[src/rtl/dtcs_pkg.sv]
// shared types, constants and crc helper for the frame sender
// no dependencies
package dtcs_pkg;

	localparam int FRAME_BYTES = 6;

	localparam logic [7:0] HDR_BYTE0 = 8'hA6;
	localparam logic [7:0] HDR_BYTE1 = 8'h12;
	localparam logic [7:0] HDR_BYTE2 = 8'h02;
	localparam logic [7:0] CRC_POLY  = 8'h8C;
	localparam logic [7:0] CRC_INIT  = 8'h00;

	localparam logic [7:0]  RST_OPTION_FLAGS   = 8'd241;
	localparam logic [7:0]  RST_SPEED_LIMIT    = 8'd255;
	localparam logic [7:0]  RST_DEBOUNCE_TICKS = 8'd20;
	localparam logic [15:0] RST_RESEND_PERIOD  = 16'd500;

	localparam logic [7:0]  TICKS_MAX  = 8'hFF;
	localparam logic [15:0] RESEND_MAX = 16'hFFFF;

	localparam int CFG_IDX_W  = 2;
	localparam int CFG_DATA_W = 16;

	localparam logic [2:0] IDX_HDR0  = 3'd0;
	localparam logic [2:0] IDX_HDR1  = 3'd1;
	localparam logic [2:0] IDX_HDR2  = 3'd2;
	localparam logic [2:0] IDX_FLAGS = 3'd3;
	localparam logic [2:0] IDX_SPEED = 3'd4;
	localparam logic [2:0] IDX_CRC   = 3'd5;

	typedef enum logic [CFG_IDX_W-1:0] {
		CFG_OPTION_FLAGS   = 2'd0,
		CFG_SPEED_LIMIT    = 2'd1,
		CFG_DEBOUNCE_TICKS = 2'd2,
		CFG_RESEND_PERIOD  = 2'd3
	} cfg_idx_t;

	typedef enum logic [1:0] {
		BEEP_NONE = 2'd0,
		BEEP_HIGH = 2'd1,
		BEEP_LOW  = 2'd2
	} beep_t;

	typedef struct packed {
		logic [7:0] flags;
		logic [7:0] speed;
		beep_t      beep;
	} frame_desc_t;

	function automatic logic [7:0] crc8_byte(input logic [7:0] crc_in, input logic [7:0] data);
		logic [7:0] c;
		c = crc_in ^ data;
		for (int b = 0; b < 8; b++) begin
			if (c[0])
				c = (c >> 1) ^ CRC_POLY;
			else
				c = c >> 1;
		end
		return c;
	endfunction

endpackage

[src/rtl/dtcs_front.sv]
// front part: config registers, debounce, toggle and send decision per tick
// depends on dtcs_pkg
module dtcs_front (
	input  logic                             clk,
	input  logic                             arst_n,
	input  logic                             cfg_valid,
	input  logic [dtcs_pkg::CFG_IDX_W-1:0]   cfg_index,
	input  logic [dtcs_pkg::CFG_DATA_W-1:0]  cfg_data,
	input  logic                             in_valid,
	output logic                             in_stall,
	input  logic                             button_level,
	input  logic                             q_full,
	output logic                             q_push,
	output dtcs_pkg::frame_desc_t            q_data
);

	logic [7:0]  option_flags_q;
	logic [7:0]  speed_limit_q;
	logic [7:0]  debounce_ticks_q;
	logic [15:0] resend_period_q;

	logic        light_on_q;
	logic        debounced_level_q;
	logic        prev_level_q;
	logic        edge_pending_q;
	logic [7:0]  ticks_q;
	logic [15:0] resend_q;
	logic        send_pending_q;

	logic        accept;
	logic        edge_n;
	logic [7:0]  ticks_inc;
	logic        sample;
	logic        toggle;
	logic        release_smp;
	logic        light_n;
	logic        send;
	logic [15:0] resend_inc;

	assign in_stall = q_full;
	assign accept   = in_valid && !q_full;

	assign edge_n      = edge_pending_q || (button_level != prev_level_q);
	assign ticks_inc   = (ticks_q != dtcs_pkg::TICKS_MAX) ? ticks_q + 8'd1 : ticks_q;
	assign sample      = (ticks_inc > debounce_ticks_q) && edge_n;
	assign toggle      = sample && !button_level && debounced_level_q;
	assign release_smp = sample && button_level && !debounced_level_q;
	assign light_n     = light_on_q ^ toggle;
	assign send        = (resend_q >= resend_period_q) || send_pending_q || toggle;
	assign resend_inc  = (resend_q != dtcs_pkg::RESEND_MAX) ? resend_q + 16'd1 : resend_q;

	assign q_push = accept && send;

	always_comb begin
		q_data.flags = {option_flags_q[7:3], light_n, option_flags_q[1:0]};
		q_data.speed = speed_limit_q;
		if (toggle)
			q_data.beep = light_n ? dtcs_pkg::BEEP_HIGH : dtcs_pkg::BEEP_LOW;
		else
			q_data.beep = dtcs_pkg::BEEP_NONE;
	end

	always_ff @(posedge clk or negedge arst_n) begin
		if (!arst_n) begin
			option_flags_q   <= dtcs_pkg::RST_OPTION_FLAGS;
			speed_limit_q    <= dtcs_pkg::RST_SPEED_LIMIT;
			debounce_ticks_q <= dtcs_pkg::RST_DEBOUNCE_TICKS;
			resend_period_q  <= dtcs_pkg::RST_RESEND_PERIOD;
		end else if (cfg_valid) begin
			case (cfg_index)
				dtcs_pkg::CFG_OPTION_FLAGS:   option_flags_q   <= cfg_data[7:0];
				dtcs_pkg::CFG_SPEED_LIMIT:    speed_limit_q    <= cfg_data[7:0];
				dtcs_pkg::CFG_DEBOUNCE_TICKS: debounce_ticks_q <= cfg_data[7:0];
				dtcs_pkg::CFG_RESEND_PERIOD:  resend_period_q  <= cfg_data;
				default: ;
			endcase
		end
	end

	always_ff @(posedge clk or negedge arst_n) begin
		if (!arst_n) begin
			light_on_q        <= 1'b1;
			debounced_level_q <= 1'b1;
			prev_level_q      <= 1'b1;
			edge_pending_q    <= 1'b0;
			ticks_q           <= '0;
			resend_q          <= '0;
			send_pending_q    <= 1'b1;
		end else if (accept) begin
			prev_level_q   <= button_level;
			edge_pending_q <= sample ? 1'b0 : edge_n;
			ticks_q        <= sample ? 8'd0 : ticks_inc;
			light_on_q     <= light_n;
			if (toggle)
				debounced_level_q <= 1'b0;
			else if (release_smp)
				debounced_level_q <= 1'b1;
			send_pending_q <= 1'b0;
			resend_q       <= send ? 16'd1 : resend_inc;
		end
	end

endmodule

[src/rtl/dtcs_queue.sv]
// short frame descriptor queue between front and back
// depends on dtcs_pkg
module dtcs_queue #(
	parameter int DEPTH = 2
) (
	input  logic                  clk,
	input  logic                  arst_n,
	input  logic                  push,
	input  dtcs_pkg::frame_desc_t push_data,
	output logic                  full,
	input  logic                  pop,
	output logic                  not_empty,
	output dtcs_pkg::frame_desc_t pop_data
);

	localparam int PW = (DEPTH > 1) ? $clog2(DEPTH) : 1;
	localparam int CW = $clog2(DEPTH + 1);
	localparam logic [PW-1:0] PTR_LAST = PW'(DEPTH - 1);

	dtcs_pkg::frame_desc_t mem_q [DEPTH];
	logic [PW-1:0] wr_ptr_q;
	logic [PW-1:0] rd_ptr_q;
	logic [CW-1:0] count_q;

	assign full      = (count_q == CW'(DEPTH));
	assign not_empty = (count_q != '0);
	assign pop_data  = mem_q[rd_ptr_q];

	always_ff @(posedge clk) begin
		if (push)
			mem_q[wr_ptr_q] <= push_data;
	end

	always_ff @(posedge clk or negedge arst_n) begin
		if (!arst_n) begin
			wr_ptr_q <= '0;
			rd_ptr_q <= '0;
			count_q  <= '0;
		end else begin
			if (push)
				wr_ptr_q <= (wr_ptr_q == PTR_LAST) ? '0 : wr_ptr_q + PW'(1);
			if (pop)
				rd_ptr_q <= (rd_ptr_q == PTR_LAST) ? '0 : rd_ptr_q + PW'(1);
			if (push && !pop)
				count_q <= count_q + CW'(1);
			else if (pop && !push)
				count_q <= count_q - CW'(1);
		end
	end

endmodule

[src/rtl/dtcs_back.sv]
// back part: serializes one frame per descriptor and accumulates the crc
// depends on dtcs_pkg
module dtcs_back (
	input  logic                  clk,
	input  logic                  arst_n,
	input  logic                  q_not_empty,
	input  dtcs_pkg::frame_desc_t q_data,
	output logic                  q_pop,
	output logic                  out_valid,
	input  logic                  out_stall,
	output logic [7:0]            frame_byte,
	output logic [2:0]            byte_index,
	output logic                  last_of_frame,
	output logic [1:0]            beep
);

	logic                  cur_valid_q;
	dtcs_pkg::frame_desc_t cur_q;
	logic [2:0]            idx_q;
	logic [7:0]            crc_q;
	logic                  xfer;
	logic                  last;
	logic [7:0]            byte_n;

	assign last = (idx_q == dtcs_pkg::IDX_CRC);
	assign xfer = cur_valid_q && !out_stall;
	assign q_pop = q_not_empty && (!cur_valid_q || (xfer && last));

	always_comb begin
		case (idx_q)
			dtcs_pkg::IDX_HDR0:  byte_n = dtcs_pkg::HDR_BYTE0;
			dtcs_pkg::IDX_HDR1:  byte_n = dtcs_pkg::HDR_BYTE1;
			dtcs_pkg::IDX_HDR2:  byte_n = dtcs_pkg::HDR_BYTE2;
			dtcs_pkg::IDX_FLAGS: byte_n = cur_q.flags;
			dtcs_pkg::IDX_SPEED: byte_n = cur_q.speed;
			default:             byte_n = crc_q;
		endcase
	end

	assign out_valid     = cur_valid_q;
	assign frame_byte    = byte_n;
	assign byte_index    = idx_q;
	assign last_of_frame = last;
	assign beep          = (idx_q == dtcs_pkg::IDX_HDR0) ? cur_q.beep : dtcs_pkg::BEEP_NONE;

	always_ff @(posedge clk) begin
		if (q_pop)
			cur_q <= q_data;
	end

	always_ff @(posedge clk or negedge arst_n) begin
		if (!arst_n) begin
			cur_valid_q <= 1'b0;
			idx_q       <= '0;
			crc_q       <= dtcs_pkg::CRC_INIT;
		end else if (q_pop) begin
			cur_valid_q <= 1'b1;
			idx_q       <= dtcs_pkg::IDX_HDR0;
			crc_q       <= dtcs_pkg::CRC_INIT;
		end else if (xfer) begin
			if (last) begin
				cur_valid_q <= 1'b0;
			end else begin
				idx_q <= idx_q + 3'd1;
				crc_q <= dtcs_pkg::crc8_byte(crc_q, byte_n);
			end
		end
	end

endmodule

[src/rtl/debounced_toggle_crc8_frame_sender_core.sv]
// top level of the debounced toggle crc8 frame sender
// depends on dtcs_pkg, dtcs_front, dtcs_queue, dtcs_back
//
//  channel | signals                                           | handshake
//  --------+---------------------------------------------------+----------------
//  in      | button_level                                      | in_valid/in_stall
//  out     | frame_byte, byte_index, last_of_frame, beep       | out_valid/out_stall
//  cfg     | cfg_index, cfg_data                               | cfg_valid/cfg_ready
//
// a tick is taken every cycle while the descriptor queue has room; a tick that sends
// queues one descriptor and the back end then serializes the six-byte frame, one byte
// a cycle while out_stall is low, taking the next descriptor as the crc byte goes out
// output stalls fill the queue and then raise in_stall; cfg_ready is always high
// reset is asynchronous and immediate, no clearing pass
module debounced_toggle_crc8_frame_sender_core #(
	parameter int QUEUE_DEPTH = 2
) (
	input  logic                             clk,
	input  logic                             arst_n,
	input  logic                             cfg_valid,
	output logic                             cfg_ready,
	input  logic [dtcs_pkg::CFG_IDX_W-1:0]   cfg_index,
	input  logic [dtcs_pkg::CFG_DATA_W-1:0]  cfg_data,
	input  logic                             in_valid,
	output logic                             in_stall,
	input  logic                             button_level,
	output logic                             out_valid,
	input  logic                             out_stall,
	output logic [7:0]                       frame_byte,
	output logic [2:0]                       byte_index,
	output logic                             last_of_frame,
	output logic [1:0]                       beep
);

	logic                  q_push;
	logic                  q_full;
	logic                  q_pop;
	logic                  q_not_empty;
	dtcs_pkg::frame_desc_t q_wdata;
	dtcs_pkg::frame_desc_t q_rdata;

	assign cfg_ready = 1'b1;

	dtcs_front u_front (
		.clk          (clk),
		.arst_n       (arst_n),
		.cfg_valid    (cfg_valid),
		.cfg_index    (cfg_index),
		.cfg_data     (cfg_data),
		.in_valid     (in_valid),
		.in_stall     (in_stall),
		.button_level (button_level),
		.q_full       (q_full),
		.q_push       (q_push),
		.q_data       (q_wdata)
	);

	dtcs_queue #(
		.DEPTH (QUEUE_DEPTH)
	) u_queue (
		.clk       (clk),
		.arst_n    (arst_n),
		.push      (q_push),
		.push_data (q_wdata),
		.full      (q_full),
		.pop       (q_pop),
		.not_empty (q_not_empty),
		.pop_data  (q_rdata)
	);

	dtcs_back u_back (
		.clk           (clk),
		.arst_n        (arst_n),
		.q_not_empty   (q_not_empty),
		.q_data        (q_rdata),
		.q_pop         (q_pop),
		.out_valid     (out_valid),
		.out_stall     (out_stall),
		.frame_byte    (frame_byte),
		.byte_index    (byte_index),
		.last_of_frame (last_of_frame),
		.beep          (beep)
	);

endmodule

[config.mk]
export PLATFORM = sky130hd
export DESIGN_NAME = debounced_toggle_crc8_frame_sender_core
export DESIGN_NICKNAME = d
export VERILOG_FILES = /design/src/rtl/dtcs_pkg.sv /design/src/rtl/dtcs_front.sv /design/src/rtl/dtcs_queue.sv /design/src/rtl/dtcs_back.sv /design/src/rtl/debounced_toggle_crc8_frame_sender_core.sv
export SDC_FILE = /design/constraint.sdc
export NUM_CORES = 1
export LEC_CHECK = 0
export BUFFER_PORTS_ARGS = -buffer_cell sky130_fd_sc_hd__buf_2
export CAP_MARGIN = 10
export CELL_PAD_IN_SITES_DETAIL_PLACEMENT = 0
export CELL_PAD_IN_SITES_GLOBAL_PLACEMENT = 2
export CORE_MARGIN = 3
export CORE_UTILIZATION = 45
export CTS_BUF_LIST = sky130_fd_sc_hd__clkbuf_16
export CTS_CLUSTER_SIZE = 12
export DETAILED_ROUTE_END_ITERATION = 12
export PLACE_DENSITY = 0.95
export SYNTH_ARGS = -nofsm -noshare
export SYNTH_HDL_FRONTEND = slang
export SYNTH_SLANG_ARGS = --single-unit
[constraint.sdc]
create_clock -name clk -period 11.5 [get_ports clk]
set_clock_uncertainty 0.05 [all_clocks]
set_input_delay 1.725 -clock clk [delete_from_list [all_inputs] [get_ports clk]]
set_output_delay 1.725 -clock clk [all_outputs]
set_load 0.005 [all_outputs]
==> metrics.cfg, run 1 <==
[run_status]
status=completed

[drt]
viasPerCell=5.45
drc=0
drt_iter0_markers=256
detail-route-antenna-nets=0
wl_per_cell_um=16.6
drt_wl_total_mm=13.8
vias=4541
drtPass1Iterations=4

[synthesis]
synth_mux_area_frac=0.0988
synth_xor_area_frac=0.0364
synthArstFlopShare=0.609
ys.flop_type=dfrtp_1
synth_edf_count=54
synth_top_family_by_area=simple AND/OR/NAND/NOR gates
syn_area_per_cell_sq_um=11.7
yosys.area_share.simple=0.124
synth_seq_cells=138
synth_fa_ha_area_frac=0.0615
synth_compound_area_frac=0.105
ys_types=65
netlist_instances=589
seq_area_frac_synth=0.543
yosysWarnings=0
syn-num-nets=647
syn_area_sq_um=6920

[placement]
postPlaceCellArea_sq_um=7310
io_buffers=39
dp.cells=801
hpwl_mm=9.94
gp_congestion=0.807

[critical_path]
worstSetupPathType=reg -> reg
critPathMaxFanout=18
crit_required_ns=11.48
end_kind=flop
cp-start-kind=flop
arrival_ns=5.03

[cts]
cts_resized=0
clkSlewWorstSetupHoldPaths_ns=0.06
clock-root-buffer=clkbuf_16
cts_tree=yes
cts_buffers=17
clock_sinks=138
cts-hold-fix-buffers=0
htree_num_levels=4
clkLatencyLatePin_ns=0.41
post_cts_buffers=0
cts_buffer_depth=2

[cells_and_area]
fin_cells=833
utilization=0.531
syn_to_final_growth_pct=13.8
final_area_sq_um=7870
diodes=0
layout-drive-gt1-share=0.259
layout.nets=694
n_fill_cell=1251

[sta]
fin_crit_sh=0.439
fin_crit_ns=5.04
setup_tns_ns=0
setup_viol=0
slew_viol_final=0
rsz0062_at_grt=no
hold_viol=0
slew_headroom=0.267
fmaxAchievable_mhz=198
worst_pin_slew_ns=1.10

[global_route]
grt.busiest_layer=met2
grt_pass1_vias=4572
grt_max_degree=71
gr-usage-met2=0.290
grt_overflow=0
grt_pass1_wl_mm=23.0
antenna_found_initial=0
met1_usage=0.229
groute.usage.overall=0.175
gr-usage-met3=0.0491

[floorplan]
coreArea_sq_um=14800
io_pins=41
fp.dieH_um=130
initial_core_util=0.467
dieWidth_um=130
row_count=44
dieArea_sq_um=16900

[run]
drv_cap=0

[pwr]
leakage_nw=3.38
power_mw=2.01
peakVddDrop_mv=0.112
powerDensity_nw_per_um2=255

[worst_hold_path]
hold_path_class=reg -> reg

==> metal layers <==
| layer | vias up | share of wire |
|---|---|---|
| li1 | 2242 | - |
| met1 | 2194 | 0.45 |
| met2 | 99 | 0.50 |
| met3 | 6 | 0.048 |
| met4 | 0 | 0.0070 |
| met5 | - | 0 |
==> power breakdown <==
part	internal, mW	total (mW)	switching, mW
Combinational	0.352	0.750	0.397
Clock	0.306	0.509	0.203
Sequential	0.640	0.748	0.108
Total	1.30	2.01	0.708
==> sequential cells by signal, summed over array words and instances, names as in the netlist <==
signal / count
u_back.byte_index: 3
u_back.crc_q: 8
u_back.cur_q: 18
u_back.out_valid: 1
u_front.debounce_ticks_q: 8
u_front.debounced_level_q: 1
u_front.edge_pending_q: 1
u_front.light_on_q: 1
u_front.option_flags_q: 7
u_front.prev_level_q: 1
u_front.resend_period_q: 16
u_front.resend_q: 16
u_front.send_pending_q: 1
u_front.speed_limit_q: 8
u_front.ticks_q: 8
u_queue.count_q: 2
u_queue.mem_q: 36
u_queue.rd_ptr_q: 1
u_queue.wr_ptr_q: 1
==> cell families after synthesis <==
logic type               count (synthesis)
buffers and inverters                   54
flip-flops                             138
AND/OR/NAND/NOR                        168
AO/OA/AOI/OAI                          106
XOR/XNOR                                27
other                                    1
adder cells (fa/ha/maj)                 34
multiplexers                            61
==> through the flow <==
stage                     setup slack [ns]  hold WS [ns]
after floorplan                       6.93         0.388
after global placement                6.58         0.405
after detailed placement              6.42         0.412
after CTS                             6.41         0.423
after global routing                  6.03         0.445
final                                 6.46         0.422
==> cell type report <==
type / instances / area, sq um / area share
Tap cell: 184 / 230 / 0.0293
Multi-Input combinational cell: 397 / 2950 / 0.375
Timing Repair Buffer: 44 / 235 / 0.0299
Clock buffer: 18 / 450 / 0.0572
Inverter: 38 / 143 / 0.0181
Clock inverter: 14 / 106 / 0.0135
Sequential cell: 138 / 3750 / 0.477
==> synthesized netlist by cell type, drive strengths merged (7+ instances only) <==
master | number | area (sq um)
xor2 | 15 | 131
a21o | 8 | 60.1
nor2 | 26 | 97.6
clkbuf | 7 | 26.3
edfxtp | 54 | 1620
xnor2 | 12 | 120
o21ai | 23 | 115
and2 | 7 | 43.8
mux2 | 58 | 653
a21oi | 22 | 110
buf | 9 | 46.3
nor3 | 15 | 96.4
nand2 | 51 | 191
dfrtp | 59 | 1480
nand3 | 22 | 110
ha | 34 | 425
inv | 38 | 143
nand2b | 10 | 62.6
dfstp | 25 | 657
and3 | 7 | 43.8
==> path summary, 6_finish.rpt <==
kind / startpoint / end / slack (ns) / cells after the start
worst max-delay path: u_front.ticks_q[0] / u_queue.mem_q[1][6] / 6.46 / 14
worst min-delay path: u_front.option_flags_q[3] / u_queue.mem_q[1][13] / 0.42 / 0
worst max register to register: u_front.ticks_q[0] / u_queue.mem_q[1][6] / 6.46 / 14
worst min register to register: u_front.option_flags_q[3] / u_queue.mem_q[1][13] / 0.42 / 0
max in group asynchronous: arst_n / u_front.resend_q[0] / 9.16 / 2
min in group asynchronous: arst_n / u_back.crc_q[1] / 1.12 / 1
==> layout by cell type (no fill, tap or decap), drive strengths merged, types with 4 or more instances in the layout <==
cell type and instances:
nand2b 10, a21oi 22, nand4 6, nor3 15, a31oi 6, a22o 4
nor2 26, buf 44, nand3 22, xnor2 12, dfrtp 59, o211ai 4
o21a 4, o21ai 23, and3 7, nand2 51, inv 43, xor2 15
clkinv 4, a211oi 4, and2 7, clkinvlp 4, edfxtp 54, and4 4
clkbuf 18, dfstp 25, ha 34, mux2 58, a21o 8, nor2b 4
==> worst max-delay path: stages (launching register included) <==
cell	delay, ns
dfrtp_1	0.42
ha_1	0.25
and3_1	0.24
nand3_1	0.24
and2_1	0.25
nand3_1	0.16
xnor2_1	0.17
ha_1	0.29
nand4_1	0.13
o21bai_1	0.22
a211oi_1	0.54
nor3_1	0.13
buf_4	0.21
nor2_1	0.60
and2_1	0.75
(Power assumes the default switching activity.)
==> run 2: changes to the inputs <==
--- a/config.mk
+++ b/config.mk
@@ -5,16 +5,17 @@
 export SDC_FILE = /design/constraint.sdc
 export NUM_CORES = 1
 export LEC_CHECK = 0
+export ABC_AREA = 1
 export BUFFER_PORTS_ARGS = -buffer_cell sky130_fd_sc_hd__buf_2
 export CAP_MARGIN = 10
 export CELL_PAD_IN_SITES_DETAIL_PLACEMENT = 0
 export CELL_PAD_IN_SITES_GLOBAL_PLACEMENT = 2
 export CORE_MARGIN = 3
-export CORE_UTILIZATION = 45
+export CORE_UTILIZATION = 38
 export CTS_BUF_LIST = sky130_fd_sc_hd__clkbuf_16
 export CTS_CLUSTER_SIZE = 12
 export DETAILED_ROUTE_END_ITERATION = 12
-export PLACE_DENSITY = 0.95
+export PLACE_DENSITY = 0.91
 export SYNTH_ARGS = -nofsm -noshare
 export SYNTH_HDL_FRONTEND = slang
 export SYNTH_SLANG_ARGS = --single-unit
==> constraint.sdc (replaced) <==
create_clock -name clk -period 4.8 [get_ports clk]
set_clock_uncertainty 0.05 [all_clocks]
set_input_delay 0.72 -clock clk [delete_from_list [all_inputs] [get_ports clk]]
set_output_delay 0.72 -clock clk [all_outputs]
set_load 0.005 [all_outputs]
==> metrics.cfg, run 2 <==
[run_status]
status=completed

[synthesis]
syn_area_sq_um=7030  ; +1.7%
syn_area_per_cell_sq_um=8.99  ; -23%
synthTopCellsByArea=edfxtp_1, dfrtp_1, nand2_1, dfstp_2, ha_1
synth_commonest_cells=nand2_1, inv_1, o21ai_0
seq_area_frac_synth=0.534  ; -0.00908
ys.flop_type=dfrtp_1
synth_top_area_frac=0.231  ; -0.00392
syn-num-nets=840  ; +30%
synth_seq_cells=138  ; unchanged
yosysMostFrequentCell=nand2_1
yosysWarnings=0  ; unchanged
netlist_instances=782  ; +33%
ys_types=39  ; -40%
synthArstFlopShare=0.609  ; unchanged
synth_edf_count=54  ; unchanged
synth_top_area_cell=edfxtp_1

[run]
drv_cap=0  ; unchanged

[cells_and_area]
final_area_sq_um=8080  ; +2.7%
regMostFlops=u_queue.mem_q
n_fill_cell=1771  ; +42%
layout_commonest_cell=nand2_1
layout-drive-gt1-share=0.172  ; -0.0867
layout.nets=887  ; +28%
mostFrequentLayoutCells=nand2_1, inv_1, o21ai_0
largest_register_ffs=36  ; unchanged
diodes=0  ; unchanged
fin_cells=1071  ; +29%
utilization=0.447  ; -0.0847
syn_to_final_growth_pct=14.9
largestRegisters=u_queue.mem_q x36, u_back.cur_q x18

[drt]
drc=0  ; unchanged
drt_wl_total_mm=14.1  ; +2.2%
drt_iter0_markers=296  ; +16%
viasPerCell=4.66  ; -15%
detail-route-antenna-nets=0  ; unchanged
drtPass1Iterations=4  ; unchanged
vias=4990  ; +9.9%
wl_per_cell_um=13.2  ; -20%

[cts]
clkLatencyLatePin_ns=0.41  ; about the same
cts_buffer_depth=2  ; unchanged
clock-root-buffer=clkbuf_16
htree_num_levels=4  ; unchanged
clkSlewWorstSetupHoldPaths_ns=0.06  ; about the same
clock_sinks=138  ; unchanged
cts_buffers=17  ; unchanged
cts-hold-fix-buffers=0  ; unchanged
post_cts_buffers=0  ; unchanged
cts_resized=0  ; unchanged
cts_tree=yes

[floorplan]
fp.dieH_um=142  ; +9.3%
dieWidth_um=142  ; +9.3%
row_count=49  ; +11%
initial_core_util=0.389  ; -0.0781
coreArea_sq_um=18100  ; +22%
io_pins=41  ; unchanged
dieArea_sq_um=20200  ; +19%

[sta]
slew_viol_final=0  ; unchanged
setup_viol=0  ; unchanged
setup_tns_ns=0  ; unchanged
hold_viol=0  ; unchanged
fin_crit_sh=0.873  ; +0.435
fin_crit_ns=4.19  ; -0.852 ns
slew_headroom=0.476  ; +0.209
rsz0062_at_grt=no
worst_pin_slew_ns=0.781  ; -0.316 ns
fmaxAchievable_mhz=239  ; +20%

[global_route]
grt_pass1_vias=5041  ; +10%
grt_overflow=0  ; unchanged
grt_pass1_wl_mm=24.5  ; +6.6%
grt_max_degree=57  ; -20%
groute.usage.overall=0.151  ; -0.0233
antenna_found_initial=0  ; unchanged

[critical_path]
arrival_ns=4.43  ; -0.60 ns
cp-start-kind=flop
crit_required_ns=5.04  ; -6.44 ns
worstSetupPathType=reg -> reg
end_kind=flop
critPathMaxFanout=7  ; -11

[placement]
dp.cells=1039  ; +30%
postPlaceCellArea_sq_um=7480  ; +2.3%
hpwl_mm=10.5  ; +5.8%
io_buffers=39  ; unchanged
gp_congestion=0.806  ; about the same

[pwr]
power_mw=5.00  ; +150%
leakage_nw=3.88  ; +15%
powerDensity_nw_per_um2=618  ; +140%
peakVddDrop_mv=0.252  ; +120%

[worst_hold_path]
hold_path_class=in -> async

run 2: through the flow:
step	hold slack [ns]	worst slack, ns
floorplan	0.374	0.801
global placement	0.403	0.728
detailed placement	0.407	0.567
CTS	0.355	0.554
global route	0.374	0.00434
finish	0.323	0.608
run 2: final timing paths:
check                      cells past startpoint  slack, ns                   start                        to
min in group clk                               2       0.41  u_front.send_pending_q    u_front.send_pending_q
hold / removal                                 1       0.32                  arst_n          u_back.out_valid
setup / recovery                              21       0.61      u_front.ticks_q[0]        u_queue.count_q[1]
setup reg to reg                              21       0.61      u_front.ticks_q[0]        u_queue.count_q[1]
hold reg to reg                                2       0.41  u_front.send_pending_q    u_front.send_pending_q
max in group asynchronous                      2       3.45                  arst_n  u_front.speed_limit_q[6]
run 2: final cells by class:
cell class,instances,area (sq um),share of cell area
clock buffer,17,425,0.0526
clock inverter,15,175,0.0217
inverter,113,432,0.0534
multi-input combinational,514,2760,0.342
sequential,138,3750,0.465
tap,229,287,0.0355
timing repair buffer,45,243,0.0300
run 2: cells by family (layout without fill, tap and decap cells):
family	count (synthesis)	in the layout	share of synthesized area
xor+xnor	18	18	0.0224
simple gates	354	354	0.230
compound gates	107	107	0.0797
other cells	1	1	0.000533
fa+ha+maj	34	34	0.0605
flops	138	138	0.534
buf+inv	130	190	0.0731
run 2: power by group:
part	switching, mW	leakage (nW)	total, mW	internal (mW)
logic	1.27	2.10	1.95	0.682
registers	0.184	1.49	1.72	1.54
clock network	0.504	0.292	1.32	0.817
total	1.96	3.88	5.00	3.04
run 2: critical path, cell delays in order (launching register included):
cell      delay, ns
dfrtp_1        0.38
ha_1           0.21
inv_1          0.05
nor4_1         0.41
nand3_1        0.32
nand2_1        0.18
nor2_1         0.06
xor2_1         0.16
inv_1          0.06
ha_1           0.29
nand2_1        0.05
nor2_1         0.11
nand2_1        0.07
o211ai_1       0.13
nand3_1        0.15
nor2_1         0.26
nor2_1         0.19
nor2_1         0.26
ha_1           0.31
a21oi_1        0.11
o21ai_0        0.10
xor2_1         0.15
run 2: metal layers:
layer / global-route usage / part of all wire / routed length (um) / vias to the layer above
met3: 0.0329 / 0.025 / 355 / 17
li1: - / - / - / 2643
met5: 0 / 0 / 0 / -
met1: 0.190 / 0.47 / 6560 / 2268
met4: 0.0449 / 0.014 / 202 / 0
met2: 0.262 / 0.50 / 6980 / 62
==> run 3: changes to the inputs <==
--- a/config.mk
+++ b/config.mk
@@ -16,6 +16,7 @@
 export CTS_CLUSTER_SIZE = 12
 export DETAILED_ROUTE_END_ITERATION = 12
 export PLACE_DENSITY = 0.91
+export RECOVER_POWER = 100
 export SYNTH_ARGS = -nofsm -noshare
 export SYNTH_HDL_FRONTEND = slang
 export SYNTH_SLANG_ARGS = --single-unit
==> metrics.cfg, run 3 (synthesis gave the netlist of run 2 again) <==
[placement]
hpwl_mm=10.5  ; unchanged
gp_congestion=0.806  ; unchanged
io_buffers=39  ; unchanged

[pwr]
power_mw=4.94  ; -1.1%
peakVddDrop_mv=0.251  ; -0.22%
powerDensity_nw_per_um2=616  ; -0.34%
leakage_nw=3.82  ; -1.6%

[floorplan]
coreArea_sq_um=18100  ; unchanged
dieArea_sq_um=20200  ; unchanged
io_pins=41  ; unchanged
dieWidth_um=142  ; unchanged
fp.dieH_um=142  ; unchanged
initial_core_util=0.389  ; unchanged
row_count=49  ; unchanged

[sta]
worst_pin_slew_ns=3.18  ; +2.40 ns
fin_crit_ns=4.20  ; +0.00327 ns
setup_tns_ns=0  ; unchanged
slew_headroom=-1.12  ; -1.60
setup_viol=0  ; unchanged
worst_hold_slack_ns=0.414  ; +0.0910 ns
slew_viol_final=57  ; +57
fin_crit_sh=0.874  ; about the same
hold_viol=0  ; unchanged
fmaxAchievable_mhz=238  ; about the same
rsz0062_at_grt=no

[cts]
clkLatencyLatePin_ns=0.41  ; about the same
cts-hold-fix-buffers=0  ; unchanged
cts_buffers=17  ; unchanged
cts_buffer_depth=2  ; unchanged
clkSlewWorstSetupHoldPaths_ns=0.06  ; about the same
clock_sinks=138  ; unchanged
cts_resized=0  ; unchanged
htree_num_levels=4  ; unchanged
cts_tree=yes
clock-root-buffer=clkbuf_16
post_cts_buffers=0  ; unchanged

[global_route]
groute.usage.overall=0.151  ; unchanged
grt_pass1_vias=5041  ; unchanged
antenna_found_initial=0  ; unchanged
grt_overflow=0  ; unchanged
grt_max_degree=57  ; unchanged
grt_pass1_wl_mm=24.5  ; unchanged

[run_status]
status=finished, violations left
violations=max-capacitance violations, max-slew violations

[cells_and_area]
n_fill_cell=1779  ; +0.45%
largest_register_ffs=36  ; unchanged
diodes=0  ; unchanged
mostFrequentLayoutCells=nand2_1, inv_1, o21ai_0
layout_commonest_cell=nand2_1
layout-drive-gt1-share=0.129  ; -0.0428
largestRegisters=u_queue.mem_q x36, u_back.cur_q x18
syn_to_final_growth_pct=14.0
regMostFlops=u_queue.mem_q
layout.nets=887  ; unchanged

[drt]
wl_per_cell_um=13.2  ; about the same
drt_wl_total_mm=14.1  ; about the same
drt_iter0_markers=215  ; -27%
vias=4967  ; -0.46%
drtPass1Iterations=4  ; unchanged
detail-route-antenna-nets=0  ; unchanged
viasPerCell=4.64  ; -0.46%
drc=0  ; unchanged

[critical_path]
arrival_ns=4.43  ; about the same
end_kind=flop
cp-start-kind=flop
crit_required_ns=5.04  ; about the same
critPathMaxFanout=7  ; unchanged
worstSetupPathType=reg -> reg

[worst_hold_path]
hold_path_class=reg -> reg

[run]
drv_cap=1  ; +1

-- run 3: changes by cell type in the layout (fill, tap and decap cells not counted), sizes merged --
cell,change
inv,-1
clkbuf,+19
clkinvlp,+1
buf,-19
-- run 3: layer usage --
layer / wire (um) / up-vias / global-route usage / part of all wire
li1: - / 2642 / - / -
met1: 6590 / 2259 / 0.190 / 0.47
met2: 6990 / 49 / 0.262 / 0.50
met3: 305 / 17 / 0.0329 / 0.022
met4: 202 / 0 / 0.0449 / 0.014
met5: 0 / - / 0 / 0
-- run 3: layout make-up --
type / instances / area, sq um / area share
Tap cell: 229 / 287 / 0.0357
Inverter: 113 / 430 / 0.0537
Clock inverter: 15 / 175 / 0.0218
Timing Repair Buffer: 45 / 208 / 0.0259
Sequential cell: 138 / 3750 / 0.468
Multi-Input combinational cell: 514 / 2740 / 0.342
Clock buffer: 17 / 425 / 0.0531
-- run 3: through the flow --
stage,utilization,instance area [sq um],setup slack (ns),std cells
6_report,0.443,8020,0.605,1071
3_3_place_gp,0.414,7480,0.728,1039
5_1_grt,0.443,8020,0.0370,1071
3_5_place_dp,0.414,7480,0.567,1039
4_1_cts,0.447,8080,0.554,1071
2_1_floorplan,-,7030,0.801,782
-- run 3: worst paths after layout --
path	endpoint	slack [ns]	cells after the start	from
worst min register to register	u_front.send_pending_q	0.41	2	u_front.send_pending_q
min in group asynchronous	u_back.crc_q[6]	1.31	1	arst_n
max in group asynchronous	u_front.option_flags_q[1]	1.37	2	arst_n
worst max-delay path	u_queue.count_q[1]	0.60	21	u_front.ticks_q[0]
worst max register to register	u_queue.count_q[1]	0.60	21	u_front.ticks_q[0]
worst min-delay path	u_front.send_pending_q	0.41	2	u_front.send_pending_q
-- run 3: where the power goes --
part	total [mW]	internal [mW]	switching (mW)
registers	1.71	1.53	0.182
logic	1.91	0.651	1.26
clock network	1.32	0.817	0.503
total	4.94	3.00	1.94
-- run 3: critical path, stage by stage (launching register included) --
cell	delay [ns]
dfrtp_1	0.38
ha_1	0.21
inv_1	0.05
nor4_1	0.41
nand3_1	0.32
nand2_1	0.18
nor2_1	0.06
xor2_1	0.16
inv_1	0.06
ha_1	0.29
nand2_1	0.05
nor2_1	0.11
nand2_1	0.07
o211ai_1	0.13
nand3_1	0.15
nor2_1	0.25
nor2_1	0.19
nor2_1	0.27
ha_1	0.31
a21oi_1	0.11
o21ai_0	0.11
xor2_1	0.15
